===== config.mk =====
export PLATFORM = sky130hd
export DESIGN_NAME = per_file_ticket_order_tracker
export DESIGN_NICKNAME = d
export VERILOG_FILES = /design/src/hw/rtl/potr_pkg.sv /design/src/hw/rtl/potr_ram.sv /design/src/hw/rtl/potr_ctrl.sv /design/src/hw/rtl/potr_datapath.sv /design/src/hw/rtl/per_file_ticket_order_tracker.sv
export SDC_FILE = /design/constraint.sdc
export NUM_CORES = 2
export LEC_CHECK = 0
export BUFFER_PORTS_ARGS = -buffer_cell sky130_fd_sc_hd__buf_2
export CAP_MARGIN = 20
export CORE_ASPECT_RATIO = 0.6
export CORE_UTILIZATION = 57
export CTS_CLUSTER_SIZE = 40
export DETAILED_ROUTE_END_ITERATION = 10
export PLACE_DENSITY = 0.76
export SLEW_MARGIN = 10
export SYNTH_ARGS = -nofsm -noshare
export SYNTH_HDL_FRONTEND = slang
export SYNTH_SLANG_ARGS = --single-unit

===== constraint.sdc =====
create_clock -name clk -period 9.4 [get_ports clk]
set_clock_uncertainty 0.1 [all_clocks]
set_input_delay 0 -clock clk [delete_from_list [all_inputs] [get_ports clk]]
set_output_delay 0 -clock clk [all_outputs]
set_load 0.01 [all_outputs]

===== src/hw/rtl/potr_pkg.sv =====
`default_nettype none
// ----------------------------------------------------------------------------
// potr_pkg
// Shared types, codes and default sizes of the per-file ticket order tracker.
// ----------------------------------------------------------------------------
package potr_pkg;

    localparam int FILE_SLOTS_DEF  = 16;
    localparam int WINDOW_DEF      = 16;
    localparam int TICKET_BITS_DEF = 32;

    localparam int MODE_W    = 2;
    localparam int SLOT_IN_W = 4;
    localparam int PORT_W    = 32;
    localparam int STATUS_W  = 2;

    localparam logic [MODE_W-1:0] MODE_ACQ_READ  = 2'd0;
    localparam logic [MODE_W-1:0] MODE_ACQ_WRITE = 2'd1;
    localparam logic [MODE_W-1:0] MODE_RELEASE   = 2'd2;
    localparam logic [MODE_W-1:0] MODE_QUERY     = 2'd3;

    localparam logic [STATUS_W-1:0] ST_OK        = 2'd0;
    localparam logic [STATUS_W-1:0] ST_FULL      = 2'd1;
    localparam logic [STATUS_W-1:0] ST_NOT_OUT   = 2'd2;
    localparam logic [STATUS_W-1:0] ST_EXHAUSTED = 2'd3;

    typedef struct packed {
        logic load;
        logic eval;
        logic find;
        logic commit;
    } potr_cmd_t;

endpackage
`default_nettype wire


===== src/hw/rtl/potr_ram.sv =====
`default_nettype none
// ----------------------------------------------------------------------------
// potr_ram
// Generic single-write, single-read RAM with a registered read port.
// ----------------------------------------------------------------------------
module potr_ram #(
    parameter int WIDTH = 8,
    parameter int DEPTH = 16
) (
    input  wire logic                                  clk,
    input  wire logic                                  we,
    input  wire logic [((DEPTH > 1) ? $clog2(DEPTH) : 1)-1:0] waddr,
    input  wire logic [WIDTH-1:0]                      wdata,
    input  wire logic                                  re,
    input  wire logic [((DEPTH > 1) ? $clog2(DEPTH) : 1)-1:0] raddr,
    output logic      [WIDTH-1:0]                      rdata
);

    logic [WIDTH-1:0] mem [DEPTH];

    always_ff @(posedge clk)
    begin
        if (we)
        begin
            mem[waddr] <= wdata;
        end
        if (re)
        begin
            rdata <= mem[raddr];
        end
    end

endmodule
`default_nettype wire


===== src/hw/rtl/potr_ctrl.sv =====
`default_nettype none
// ----------------------------------------------------------------------------
// potr_ctrl
// Sequencer that steps each request through read, evaluate, search and commit.
// ----------------------------------------------------------------------------
module potr_ctrl
    import potr_pkg::*;
(
    input  wire logic clk,
    input  wire logic rst_n,
    input  wire logic start,
    output logic      busy,
    output logic      done,
    output potr_cmd_t cmd
);

    localparam logic [1:0] S_IDLE = 2'd0;
    localparam logic [1:0] S_EVAL = 2'd1;
    localparam logic [1:0] S_FIND = 2'd2;
    localparam logic [1:0] S_DONE = 2'd3;

    logic [1:0] state_reg;
    logic [1:0] state_next;

    always_comb
    begin
        case (state_reg)
            S_IDLE:  state_next = start ? S_EVAL : S_IDLE;
            S_EVAL:  state_next = S_FIND;
            S_FIND:  state_next = S_DONE;
            S_DONE:  state_next = S_IDLE;
            default: state_next = S_IDLE;
        endcase
    end

    always_ff @(posedge clk or negedge rst_n)
    begin
        if (!rst_n)
        begin
            state_reg <= S_IDLE;
        end
        else
        begin
            state_reg <= state_next;
        end
    end

    assign busy       = (state_reg != S_IDLE);
    assign done       = (state_reg == S_DONE);
    assign cmd.load   = start && (state_reg == S_IDLE);
    assign cmd.eval   = (state_reg == S_EVAL);
    assign cmd.find   = (state_reg == S_FIND);
    assign cmd.commit = (state_reg == S_DONE);

`ifndef SYNTH
    a_done_after_accept: assert property (@(posedge clk) disable iff (!rst_n)
        done |-> $past(start && !busy, 3))
        else $error("result without a request accepted three cycles earlier");
    a_done_single: assert property (@(posedge clk) disable iff (!rst_n)
        done |=> !done)
        else $error("result strobe held for more than one cycle");
    a_cmd_onehot: assert property (@(posedge clk) disable iff (!rst_n)
        $onehot0({cmd.load, cmd.eval, cmd.find, cmd.commit}))
        else $error("more than one datapath command at once");
    a_accept_starts: assert property (@(posedge clk) disable iff (!rst_n)
        (start && !busy) |=> (busy && !done))
        else $error("accepted request did not start evaluation");
`endif

endmodule
`default_nettype wire


===== src/hw/rtl/potr_datapath.sv =====
`default_nettype none
// ----------------------------------------------------------------------------
// potr_datapath
// Slot state store, ticket checks, pending-bit search and result registers.
// ----------------------------------------------------------------------------
module potr_datapath
    import potr_pkg::*;
#(
    parameter int FILE_SLOTS  = FILE_SLOTS_DEF,
    parameter int WINDOW      = WINDOW_DEF,
    parameter int TICKET_BITS = TICKET_BITS_DEF
) (
    input  wire logic                 clk,
    input  wire logic                 rst_n,
    input  wire potr_cmd_t            cmd,
    input  wire logic [MODE_W-1:0]    mode,
    input  wire logic [SLOT_IN_W-1:0] file_slot,
    input  wire logic [PORT_W-1:0]    ticket,
    input  wire logic [PORT_W-1:0]    wait_level,
    output logic      [STATUS_W-1:0]  status,
    output logic      [PORT_W-1:0]    issued_ticket,
    output logic      [PORT_W-1:0]    wait_for,
    output logic                      granted,
    output logic      [PORT_W-1:0]    finished_level
);

    localparam int SW       = (FILE_SLOTS > 1) ? $clog2(FILE_SLOTS) : 1;
    localparam int WB       = $clog2(WINDOW);
    localparam int TB       = TICKET_BITS;
    localparam int RW       = 3 * TB + WINDOW;
    localparam int LUT_SIZE = 1 << SLOT_IN_W;

    logic [SW-1:0]         slot_lut [LUT_SIZE];
    logic [SW-1:0]         slot_in;
    logic [FILE_SLOTS-1:0] valid_reg;
    logic                  valid_rd_reg;
    logic [RW-1:0]         rdata;
    logic [RW-1:0]         wdata;

    logic [MODE_W-1:0]     mode_reg;
    logic [SW-1:0]         slot_reg;
    logic [TB-1:0]         tk_reg;
    logic [TB-1:0]         wl_reg;

    logic [TB-1:0]         nt;
    logic [TB-1:0]         dl;
    logic [TB-1:0]         lw;
    logic [WINDOW-1:0]     pm;
    logic [TB-1:0]         gap;
    logic [TB-1:0]         off;
    logic                  exhausted;
    logic                  full;
    logic                  hit;

    logic [STATUS_W-1:0]   st_reg,     st_next;
    logic [TB-1:0]         issued_reg, issued_next;
    logic [TB-1:0]         waitf_reg,  waitf_next;
    logic                  grant_reg,  grant_next;
    logic [TB-1:0]         ntw_reg,    ntw_next;
    logic [TB-1:0]         lww_reg,    lww_next;
    logic [TB-1:0]         dl_reg;
    logic [WINDOW-1:0]     map_reg,    map_next;
    logic                  we_reg,     we_next;
    logic                  rel_reg,    rel_next;
    logic [WB-1:0]         j_reg,      j_next;
    logic                  zero_reg;

    logic [TB-1:0]         dl_new;
    logic [WINDOW-1:0]     map_new;

    for (genvar g = 0; g < LUT_SIZE; g++)
    begin : g_slot_lut
        assign slot_lut[g] = SW'(g % FILE_SLOTS);
    end

    assign slot_in = slot_lut[file_slot];

    potr_ram #(
        .WIDTH (RW),
        .DEPTH (FILE_SLOTS)
    ) u_ram (
        .clk   (clk),
        .we    (cmd.commit && we_reg),
        .waddr (slot_reg),
        .wdata (wdata),
        .re    (cmd.load),
        .raddr (slot_in),
        .rdata (rdata)
    );

    always_ff @(posedge clk or negedge rst_n)
    begin
        if (!rst_n)
        begin
            valid_reg <= '0;
        end
        else if (cmd.commit && we_reg)
        begin
            valid_reg[slot_reg] <= 1'b1;
        end
    end

    always_ff @(posedge clk)
    begin
        if (cmd.load)
        begin
            mode_reg     <= mode;
            slot_reg     <= slot_in;
            tk_reg       <= TB'(ticket);
            wl_reg       <= TB'(wait_level);
            valid_rd_reg <= valid_reg[slot_in];
        end
    end

    assign nt = valid_rd_reg ? rdata[RW-1 -: TB]              : '0;
    assign dl = valid_rd_reg ? rdata[RW-TB-1 -: TB]           : '0;
    assign lw = valid_rd_reg ? rdata[WINDOW+TB-1 -: TB]       : '0;
    assign pm = valid_rd_reg ? rdata[WINDOW-1:0]              : '0;

    assign gap       = nt - dl;
    assign exhausted = &nt;
    assign full      = (gap >= TB'(WINDOW));
    assign off       = tk_reg - dl - TB'(1);
    assign hit       = (tk_reg > dl) && (off < TB'(WINDOW)) && pm[off[WB-1:0]];

    always_comb
    begin
        st_next     = ST_OK;
        issued_next = '0;
        waitf_next  = '0;
        grant_next  = 1'b0;
        ntw_next    = nt;
        lww_next    = lw;
        map_next    = pm;
        we_next     = 1'b0;
        rel_next    = 1'b0;
        case (mode_reg)
            MODE_ACQ_READ, MODE_ACQ_WRITE:
            begin
                if (exhausted)
                begin
                    st_next = ST_EXHAUSTED;
                end
                else if (full)
                begin
                    st_next = ST_FULL;
                end
                else
                begin
                    issued_next = nt + TB'(1);
                    ntw_next    = nt + TB'(1);
                    map_next    = pm | (WINDOW'(1) << gap[WB-1:0]);
                    we_next     = 1'b1;
                    if (mode_reg == MODE_ACQ_READ)
                    begin
                        waitf_next = lw;
                    end
                    else
                    begin
                        waitf_next = nt;
                        lww_next   = nt + TB'(1);
                    end
                    grant_next = (dl >= waitf_next);
                end
            end
            MODE_RELEASE:
            begin
                if (hit)
                begin
                    map_next = pm & ~(WINDOW'(1) << off[WB-1:0]);
                    we_next  = 1'b1;
                    rel_next = 1'b1;
                end
                else
                begin
                    st_next = ST_NOT_OUT;
                end
            end
            MODE_QUERY:
            begin
                grant_next = (dl >= wl_reg);
            end
            default:
            begin
                st_next = ST_OK;
            end
        endcase
    end

    always_ff @(posedge clk or negedge rst_n)
    begin
        if (!rst_n)
        begin
            we_reg  <= 1'b0;
            rel_reg <= 1'b0;
        end
        else if (cmd.eval)
        begin
            we_reg  <= we_next;
            rel_reg <= rel_next;
        end
    end

    always_ff @(posedge clk)
    begin
        if (cmd.eval)
        begin
            st_reg     <= st_next;
            issued_reg <= issued_next;
            waitf_reg  <= waitf_next;
            grant_reg  <= grant_next;
            ntw_reg    <= ntw_next;
            lww_reg    <= lww_next;
            dl_reg     <= dl;
            map_reg    <= map_next;
        end
        if (cmd.find)
        begin
            j_reg    <= j_next;
            zero_reg <= (map_reg == '0);
        end
    end

    always_comb
    begin
        j_next = '0;
        for (int i = WINDOW - 1; i >= 0; i--)
        begin
            if (map_reg[i])
            begin
                j_next = WB'(i);
            end
        end
    end

    always_comb
    begin
        dl_new  = dl_reg;
        map_new = map_reg;
        if (rel_reg)
        begin
            if (zero_reg)
            begin
                dl_new  = ntw_reg;
                map_new = '0;
            end
            else
            begin
                dl_new  = dl_reg + TB'(j_reg);
                map_new = map_reg >> j_reg;
            end
        end
    end

    assign wdata = {ntw_reg, dl_new, lww_reg, map_new};

    assign status         = st_reg;
    assign issued_ticket  = PORT_W'(issued_reg);
    assign wait_for       = PORT_W'(waitf_reg);
    assign granted        = grant_reg;
    assign finished_level = PORT_W'(dl_new);

endmodule
`default_nettype wire


===== src/hw/rtl/per_file_ticket_order_tracker.sv =====
`default_nettype none
// ----------------------------------------------------------------------------
// per_file_ticket_order_tracker
// Orders reads and writes per file slot with tickets and a pending window.
// ----------------------------------------------------------------------------
// The result strobe done is raised in the commit state, after the evaluate
// and search states. A new request is accepted only while idle, so each one
// passes read, evaluate, pending-bit search and commit on the slot-state RAM.
// The receiver cannot stall; the done strobe is high for exactly one cycle.
// Reset clears the sequencer and one valid bit per slot, so every slot reads
// as zero at once; there is no clearing pass.
module per_file_ticket_order_tracker
    import potr_pkg::*;
#(
    parameter int FILE_SLOTS  = FILE_SLOTS_DEF,
    parameter int WINDOW      = WINDOW_DEF,
    parameter int TICKET_BITS = TICKET_BITS_DEF
) (
    input  wire logic                 clk,
    input  wire logic                 rst_n,
    input  wire logic                 start,
    output logic                      busy,
    input  wire logic [MODE_W-1:0]    mode,
    input  wire logic [SLOT_IN_W-1:0] file_slot,
    input  wire logic [PORT_W-1:0]    ticket,
    input  wire logic [PORT_W-1:0]    wait_level,
    output logic                      done,
    output logic      [STATUS_W-1:0]  status,
    output logic      [PORT_W-1:0]    issued_ticket,
    output logic      [PORT_W-1:0]    wait_for,
    output logic                      granted,
    output logic      [PORT_W-1:0]    finished_level
);

    potr_cmd_t cmd;

    potr_ctrl u_ctrl (
        .clk   (clk),
        .rst_n (rst_n),
        .start (start),
        .busy  (busy),
        .done  (done),
        .cmd   (cmd)
    );

    potr_datapath #(
        .FILE_SLOTS  (FILE_SLOTS),
        .WINDOW      (WINDOW),
        .TICKET_BITS (TICKET_BITS)
    ) u_datapath (
        .clk            (clk),
        .rst_n          (rst_n),
        .cmd            (cmd),
        .mode           (mode),
        .file_slot      (file_slot),
        .ticket         (ticket),
        .wait_level     (wait_level),
        .status         (status),
        .issued_ticket  (issued_ticket),
        .wait_for       (wait_for),
        .granted        (granted),
        .finished_level (finished_level)
    );

endmodule
`default_nettype wire


Yosys cells after proc, flatten, opt, wreduce, memory -nomap -nowiden
Memory sizes are Yosys's and may differ from the RTL's. A register that Yosys moved wholly into a read port is not among the register bits.
Index checks and enable logic that the tools add are counted.
{"block": "totals", "register_bits": 275, "mem_bits_rw": 1792, "romBits": 64, "input_bits": 73, "output_inout_bits": 101, "n_memories": 2}
{"block": "op_classes", "add_sub_neg": 5, "magnitude_cmp": 10, "eq_ne": 6, "shift": 3, "n_mux": 62, "n_bitwise": 6, "n_reduce_logical": 15}
{"memory": "u_datapath.u_ram.mem", "words": 16, "word_bits": 112, "read_ports": 1, "rd_ports_with_merged_regs": 1, "write_ports": 1, "line_no": "potr_ram.sv:19", "rtl": "logic [WIDTH-1:0] mem [DEPTH];"}
{"memory": "(name not given)", "words": 16, "word_bits": 4, "read_ports": 1, "rd_ports_with_merged_regs": 0, "write_ports": 0, "line_no": "potr_datapath.sv:76", "rtl": "assign slot_in = slot_lut[file_slot];"}
{"op": "$mux W32", "n": 16}
{"op": "$mux W16", "n": 6}
{"op": "$ge A32 B32 Y1", "n": 2}
{"op": "$sub A32 B32 Y32", "n": 2}
{"op": "$mux W4", "n": 10}
{"op": "$add A32 B1 Y32 const B", "n": 1}
{"op": "$add A32 B4 Y32", "n": 1}
{"op": "$ge A32 B5 Y1 const B", "n": 1}
{"op": "$gt A32 B32 Y1", "n": 1}
{"op": "$lt A32 B5 Y1 const B", "n": 1}
{"op": "$or A16 B16 Y16", "n": 2}
{"op": "$pmux W16 S2", "n": 1}
{"op": "$reduce_and A32 Y1", "n": 1}
{"op": "$shl A1 B4 Y16 const A", "n": 2}
{"op": "$sub A32 B1 Y32 const B", "n": 1}
{"op": "$and A16 B16 Y16", "n": 1}
{"op": "$logic_not A16 Y1", "n": 1}
{"op": "$not A16 Y16", "n": 1}
{"op": "$shr A16 B4 Y16", "n": 1}
{"op": "$lt A4 B5 Y1 const B", "n": 3}
{"op": "$mux W1", "n": 14}
{"op": "$mux W3", "n": 4}
{"op": "$bmux W1 S4", "n": 2}
{"op": "$eq A2 B2 Y1 const B", "n": 4}
{"op": "other kinds (17)", "n": 28}

Longest topological paths before layout
{"block": "depth", "ltp_word": 15, "ltp_mapped": 27, "mapped_depth_nobuf": 16}

Modules after synthesis
Synthesis repeated with hierarchy kept, for this count alone.
{"block": "unflattened", "hier_cells": 5027, "hier_area_um2": 90081.4}
{"module": "potr_ram", "instances": 1, "cells_each": 2864, "area_each_um2": 70291.2}
{"module": "potr_datapath", "instances": 1, "cells_each": 2150, "area_each_um2": 19637.6}
{"module": "potr_ctrl", "instances": 1, "cells_each": 13, "area_each_um2": 152.6}

Worst setup path before layout
No wires, ideal clock.
{"block": "synth_path", "kind": "register -> register", "startpoint": "register u_ctrl.state_reg[0]", "endpoint": "register u_datapath.valid_reg[0]", "setup_ns": 0.113, "t_arrival_ns": 9.396, "slack_ns": -0.209, "stages_incl_launch_ff": 6, "path_cell_list": "dfrtp_1 -> ha_1 -> nand2_1 -> or3_1 -> nor3_1 -> or2_2"}
{"block": "synth_via", "elab_chain_cells": 2}
{"item": "start, declared", "line_no": "potr_ctrl.sv:22", "rtl": "logic [1:0] state_reg;"}
{"item": "start signal, assigned", "line_no": "potr_ctrl.sv:44", "rtl": "state_reg <= state_next;"}
{"item": "$eq A2 B2 Y1"}
{"item": "via done", "line_no": "per_file_ticket_order_tracker.sv:27", "rtl": "output logic done,"}
{"item": "$logic_and A1 B1 Y1", "line_no": "potr_datapath.sv:97", "rtl": "else if (cmd.commit && we_reg)"}
{"item": "end signal, assigned", "line_no": "potr_datapath.sv:95", "rtl": "valid_reg <= '0;"}
{"item": "end signal, assigned by index", "line_no": "potr_datapath.sv:99", "rtl": "valid_reg[slot_reg] <= 1'b1;"}
{"item": "end, declared", "line_no": "potr_datapath.sv:35", "rtl": "logic [FILE_SLOTS-1:0] valid_reg;"}
The timed path passes the listed nets, and every way through them passes these cells.
A chain may end at the register's enable or synchronous reset.

Worst setup path after layout
{"block": "layout_path", "startpoint": "register u_datapath.valid_rd_reg", "endpoint": "register u_datapath.ntw_reg[24], data pin"}
{"block": "layout_via", "elab_chain_cells": 6}
{"item": "start, declared", "line_no": "potr_datapath.sv:36", "rtl": "logic valid_rd_reg;"}
{"item": "start signal, assigned", "line_no": "potr_datapath.sv:111", "rtl": "valid_rd_reg <= valid_reg[slot_in];"}
{"item": "$mux W32 (on tied branches)", "line_no": "potr_datapath.sv:115, potr_datapath.sv:116"}
{"item": "$sub A32 B32 Y32", "line_no": "potr_datapath.sv:120", "rtl": "assign gap = nt - dl;"}
{"item": "$ge A32 B5 Y1", "line_no": "potr_datapath.sv:122", "rtl": "assign full = (gap >= TB'(WINDOW));"}
{"item": "$mux W32", "line_no": "potr_datapath.sv:144", "rtl": "else if (full)"}
{"item": "$mux W32", "line_no": "potr_datapath.sv:140", "rtl": "if (exhausted)"}
{"item": "$mux W32 *", "line_no": "potr_datapath.sv:137", "rtl": "case (mode_reg)"}
{"item": "via u_datapath.ntw_next[24]", "line_no": "potr_datapath.sv:59", "rtl": "logic [TB-1:0] ntw_reg, ntw_next;"}
{"item": "end signal, assigned", "line_no": "potr_datapath.sv:212", "rtl": "ntw_reg <= ntw_next;"}
{"item": "end, declared", "line_no": "potr_datapath.sv:59"}
Mark *: on every way through the listed nets, which the timed path passes. The rest lies on a longest branch.

==> impl_results.md <==
- DR WL/cell: 36.2 um
- Worst slew pin tran: 1.31 ns
- First-pass GRT wire length: 383 mm
- Worst-path clk slew: 0.07 ns
- Num CTS Buffers: 192
- Sequential area share after synthesis: 0.719
- Hold Fails Final Rpt: 0
- Min-delay worst type: in2async
- Count leader, synth: edfxtp_1
- Skew-Pair Late Insertion Delay: 0.86 ns
- DRT antenna net count: 0
- Synth unique cells: 93
- Gate count after technology mapping: 4870
- Fraction of layout cells with a size suffix above 1: 0.230
- Initial antenna violation count: 16
- Final period util: 0.707
- Die height: 311 um
- Port Buffers: 173
- Num rows: 113
- CTS Sinks: 2179
- R2r worst-path depth: 18
- Initial Util: 0.574
- Ys async rst share: 0.00918
- Clock root cell: clkbuf_16
- Syn Area/Cell: 18.7 sq um
- Top FF cell, synth: edfxtp_1
- Max Cap Viol: 0
- Core area: 158000 sq um
- Die area: 161000 sq um
- Synth warn: 0
- # IOs: 174
- Fin nets: 5447
- PostCTS Resize Cnt: 0
- RSZ-0062 raised after global routing: false
- 1st-pass router iterations: 6
- Mapped Nets: 5067
- Longest Clk Path Bufs: 4
- Synth area leader: edfxtp_1
- Highest clock rate: 0.150 GHz
- Number of flip-flops in the largest register: 1792
- First DRT Iteration DRCs: 7928
- Share of the synthesized area in the top cell type: 0.713
- Final setup fails: 0
- Critical path endpoint: u_datapath.ntw_reg[24]
- Area Growth Syn to Fin: 12.4%
- Overflow after GRT: 0
- # Post-CTS Setup Buffers: 0
- Commonest cells post-synth: edfxtp_1, mux4_2, nand2_1, nor2_1, clkbuf_1
- CTS tree: built
- Worst R2R Setup Slack: 2.76 ns
- Post-synth EDFFs: 2159
- Worst R2R End: u_datapath.ntw_reg[24]
- H-tree Lvls: 4
- Post-CTS Hold Fix Bufs: 141
- Reg2reg start: u_datapath.valid_rd_reg
- Post-DP HPWL: 164 mm
- Data required, critical path: 9.95 ns
- Max Slew Vio Count: 0
- Routed Wire Length: 273 mm
- Drt via density: 6.91
- CP Max Fanout: 53
- Most flop-heavy register: u_datapath.u_ram.mem
- Top cells by area, synth: edfxtp_1, mux4_2, ha_1
- Largest net degree at the start of global routing: 127
- Worst EP arrival: 7.20 ns
- Fill cells: 10506
- Vias in the first global route: 50728
- Peak supply drop: 278 uV
- DIE WIDTH: 518 um
- Slew headroom: 0.129
- DR vias: 52005
- Leak: 33.8 nW
- Synthesized cell area: 90900 sq um
- Post-layout util: 0.645
- GRT Resource Usage Total: 0.339
- Min cycle time layout: 6.64 ns
- P per Cell Area: 243 nW/um^2
- Total Neg Setup Slack: 0 ns
- Startpoint Class: register
- CP Launch Point: u_datapath.valid_rd_reg
- Gpl congestion: 0.989
- Top flop regs: u_datapath.u_ram.mem (1792), u_datapath.u_ram.rdata (112)
- Status: finished clean
- Worst setup EP type: register
- Post-route DRC: 0
- Post-synthesis register bit count: 2179
- Crit path kind: reg2reg
==> kinds of logic (layout without fill, tap and decap cells) <==
family,Yosys count,in the layout,synth area share
mux,651,651,0.151
fa+ha+maj,127,127,0.0176
simple gates,837,837,0.0442
other cells,0,6,0
xor+xnor,81,81,0.00780
flops,2179,2179,0.719
buf+inv,384,902,0.0165
compound gates,611,611,0.0443
==> through the flow <==
step	instances	hold slack, ns	worst slack, ns	instance area, sq um	power, mW
floorplan	4870	-0.396	0.0337	90900	15.0
global placement	7033	-0.0906	2.94	94600	16.9
detailed placement	7035	-0.0664	3.05	94600	16.9
CTS	7508	0.0815	2.92	102000	24.7
global route	7516	0.117	2.33	102000	25.4
finish	7521	0.107	2.76	102000	24.8
==> worst max-delay path, cell delays in order (launching register included) <==
cell       delay, ns
edfxtp_1        0.65
buf_4           0.45
buf_4           0.36
nand2_1         0.23
ha_1            0.30
inv_1           0.06
ha_1            0.16
a21oi_1         0.17
a21oi_1         0.33
a21oi_1         0.12
o2bb2ai_2       0.57
nor3_1          0.10
a31o_2          0.23
nor4_1          0.59
nand4_1         0.40
or3_4           0.70
buf_16          0.30
or3_1           0.37
a21oi_1         0.21
==> worst min path at each step <==
| stage | depth (start not counted) | slack (ns) | from | endpoint |
|---|---|---|---|---|
| CTS | 4 | 0.08 | rst_n | u_datapath.valid_reg[2] |
| finish | 4 | 0.11 | rst_n | u_datapath.valid_reg[3] |
| floorplan | 0 | -0.40 | rst_n | u_ctrl.state_reg[0] |
| detailed placement | 1 | -0.07 | rst_n | u_datapath.valid_reg[9] |
| global route | 4 | 0.12 | rst_n | u_datapath.valid_reg[2] |
| global placement | 1 | -0.09 | rst_n | u_datapath.valid_reg[10] |
==> routing by layer <==
metal	vias to the layer above	global-route usage	wire [um]
met5	-	0	72
met3	476	0.0708	32600
met1	27056	0.516	110000
met4	10	0.0943	7820
met2	3804	0.504	123000
li1	20659	-	-
==> cells in the final DEF (no fill, tap or decap), drive strengths merged, types with 62 or more instances in the layout <==
cell type and count:
o21ai 121, buf 294, inv 140, nand2 262
a21oi 157, clkbuf 230, dlygate4sd3 140, clkinv 73
ha 122, nand3 62, nor2 214, mux4 573
edfxtp 2159
==> final cells by class <==
cell class                      count  area [sq um]  share of cell area
Multi-Input combinational cell   2307         24300               0.238
Inverter                          136           510             0.00500
Timing Repair Buffer              434          3350              0.0328
Sequential cell                  2179         65300               0.639
Tap cell                         2127          2660              0.0260
Clock inverter                    102          1020             0.00997
Clock buffer                      230          5010              0.0490
Antenna cell                        6          15.0            0.000147
==> report_power, final <==
group          internal [mW]  switching (mW)  total, mW
Clock                   4.32            3.52       7.84
Combinational           1.37            2.89       4.26
Sequential              11.8           0.866       12.7
Total                   17.5            7.27       24.8
Power figures use the tool's default switching activity.
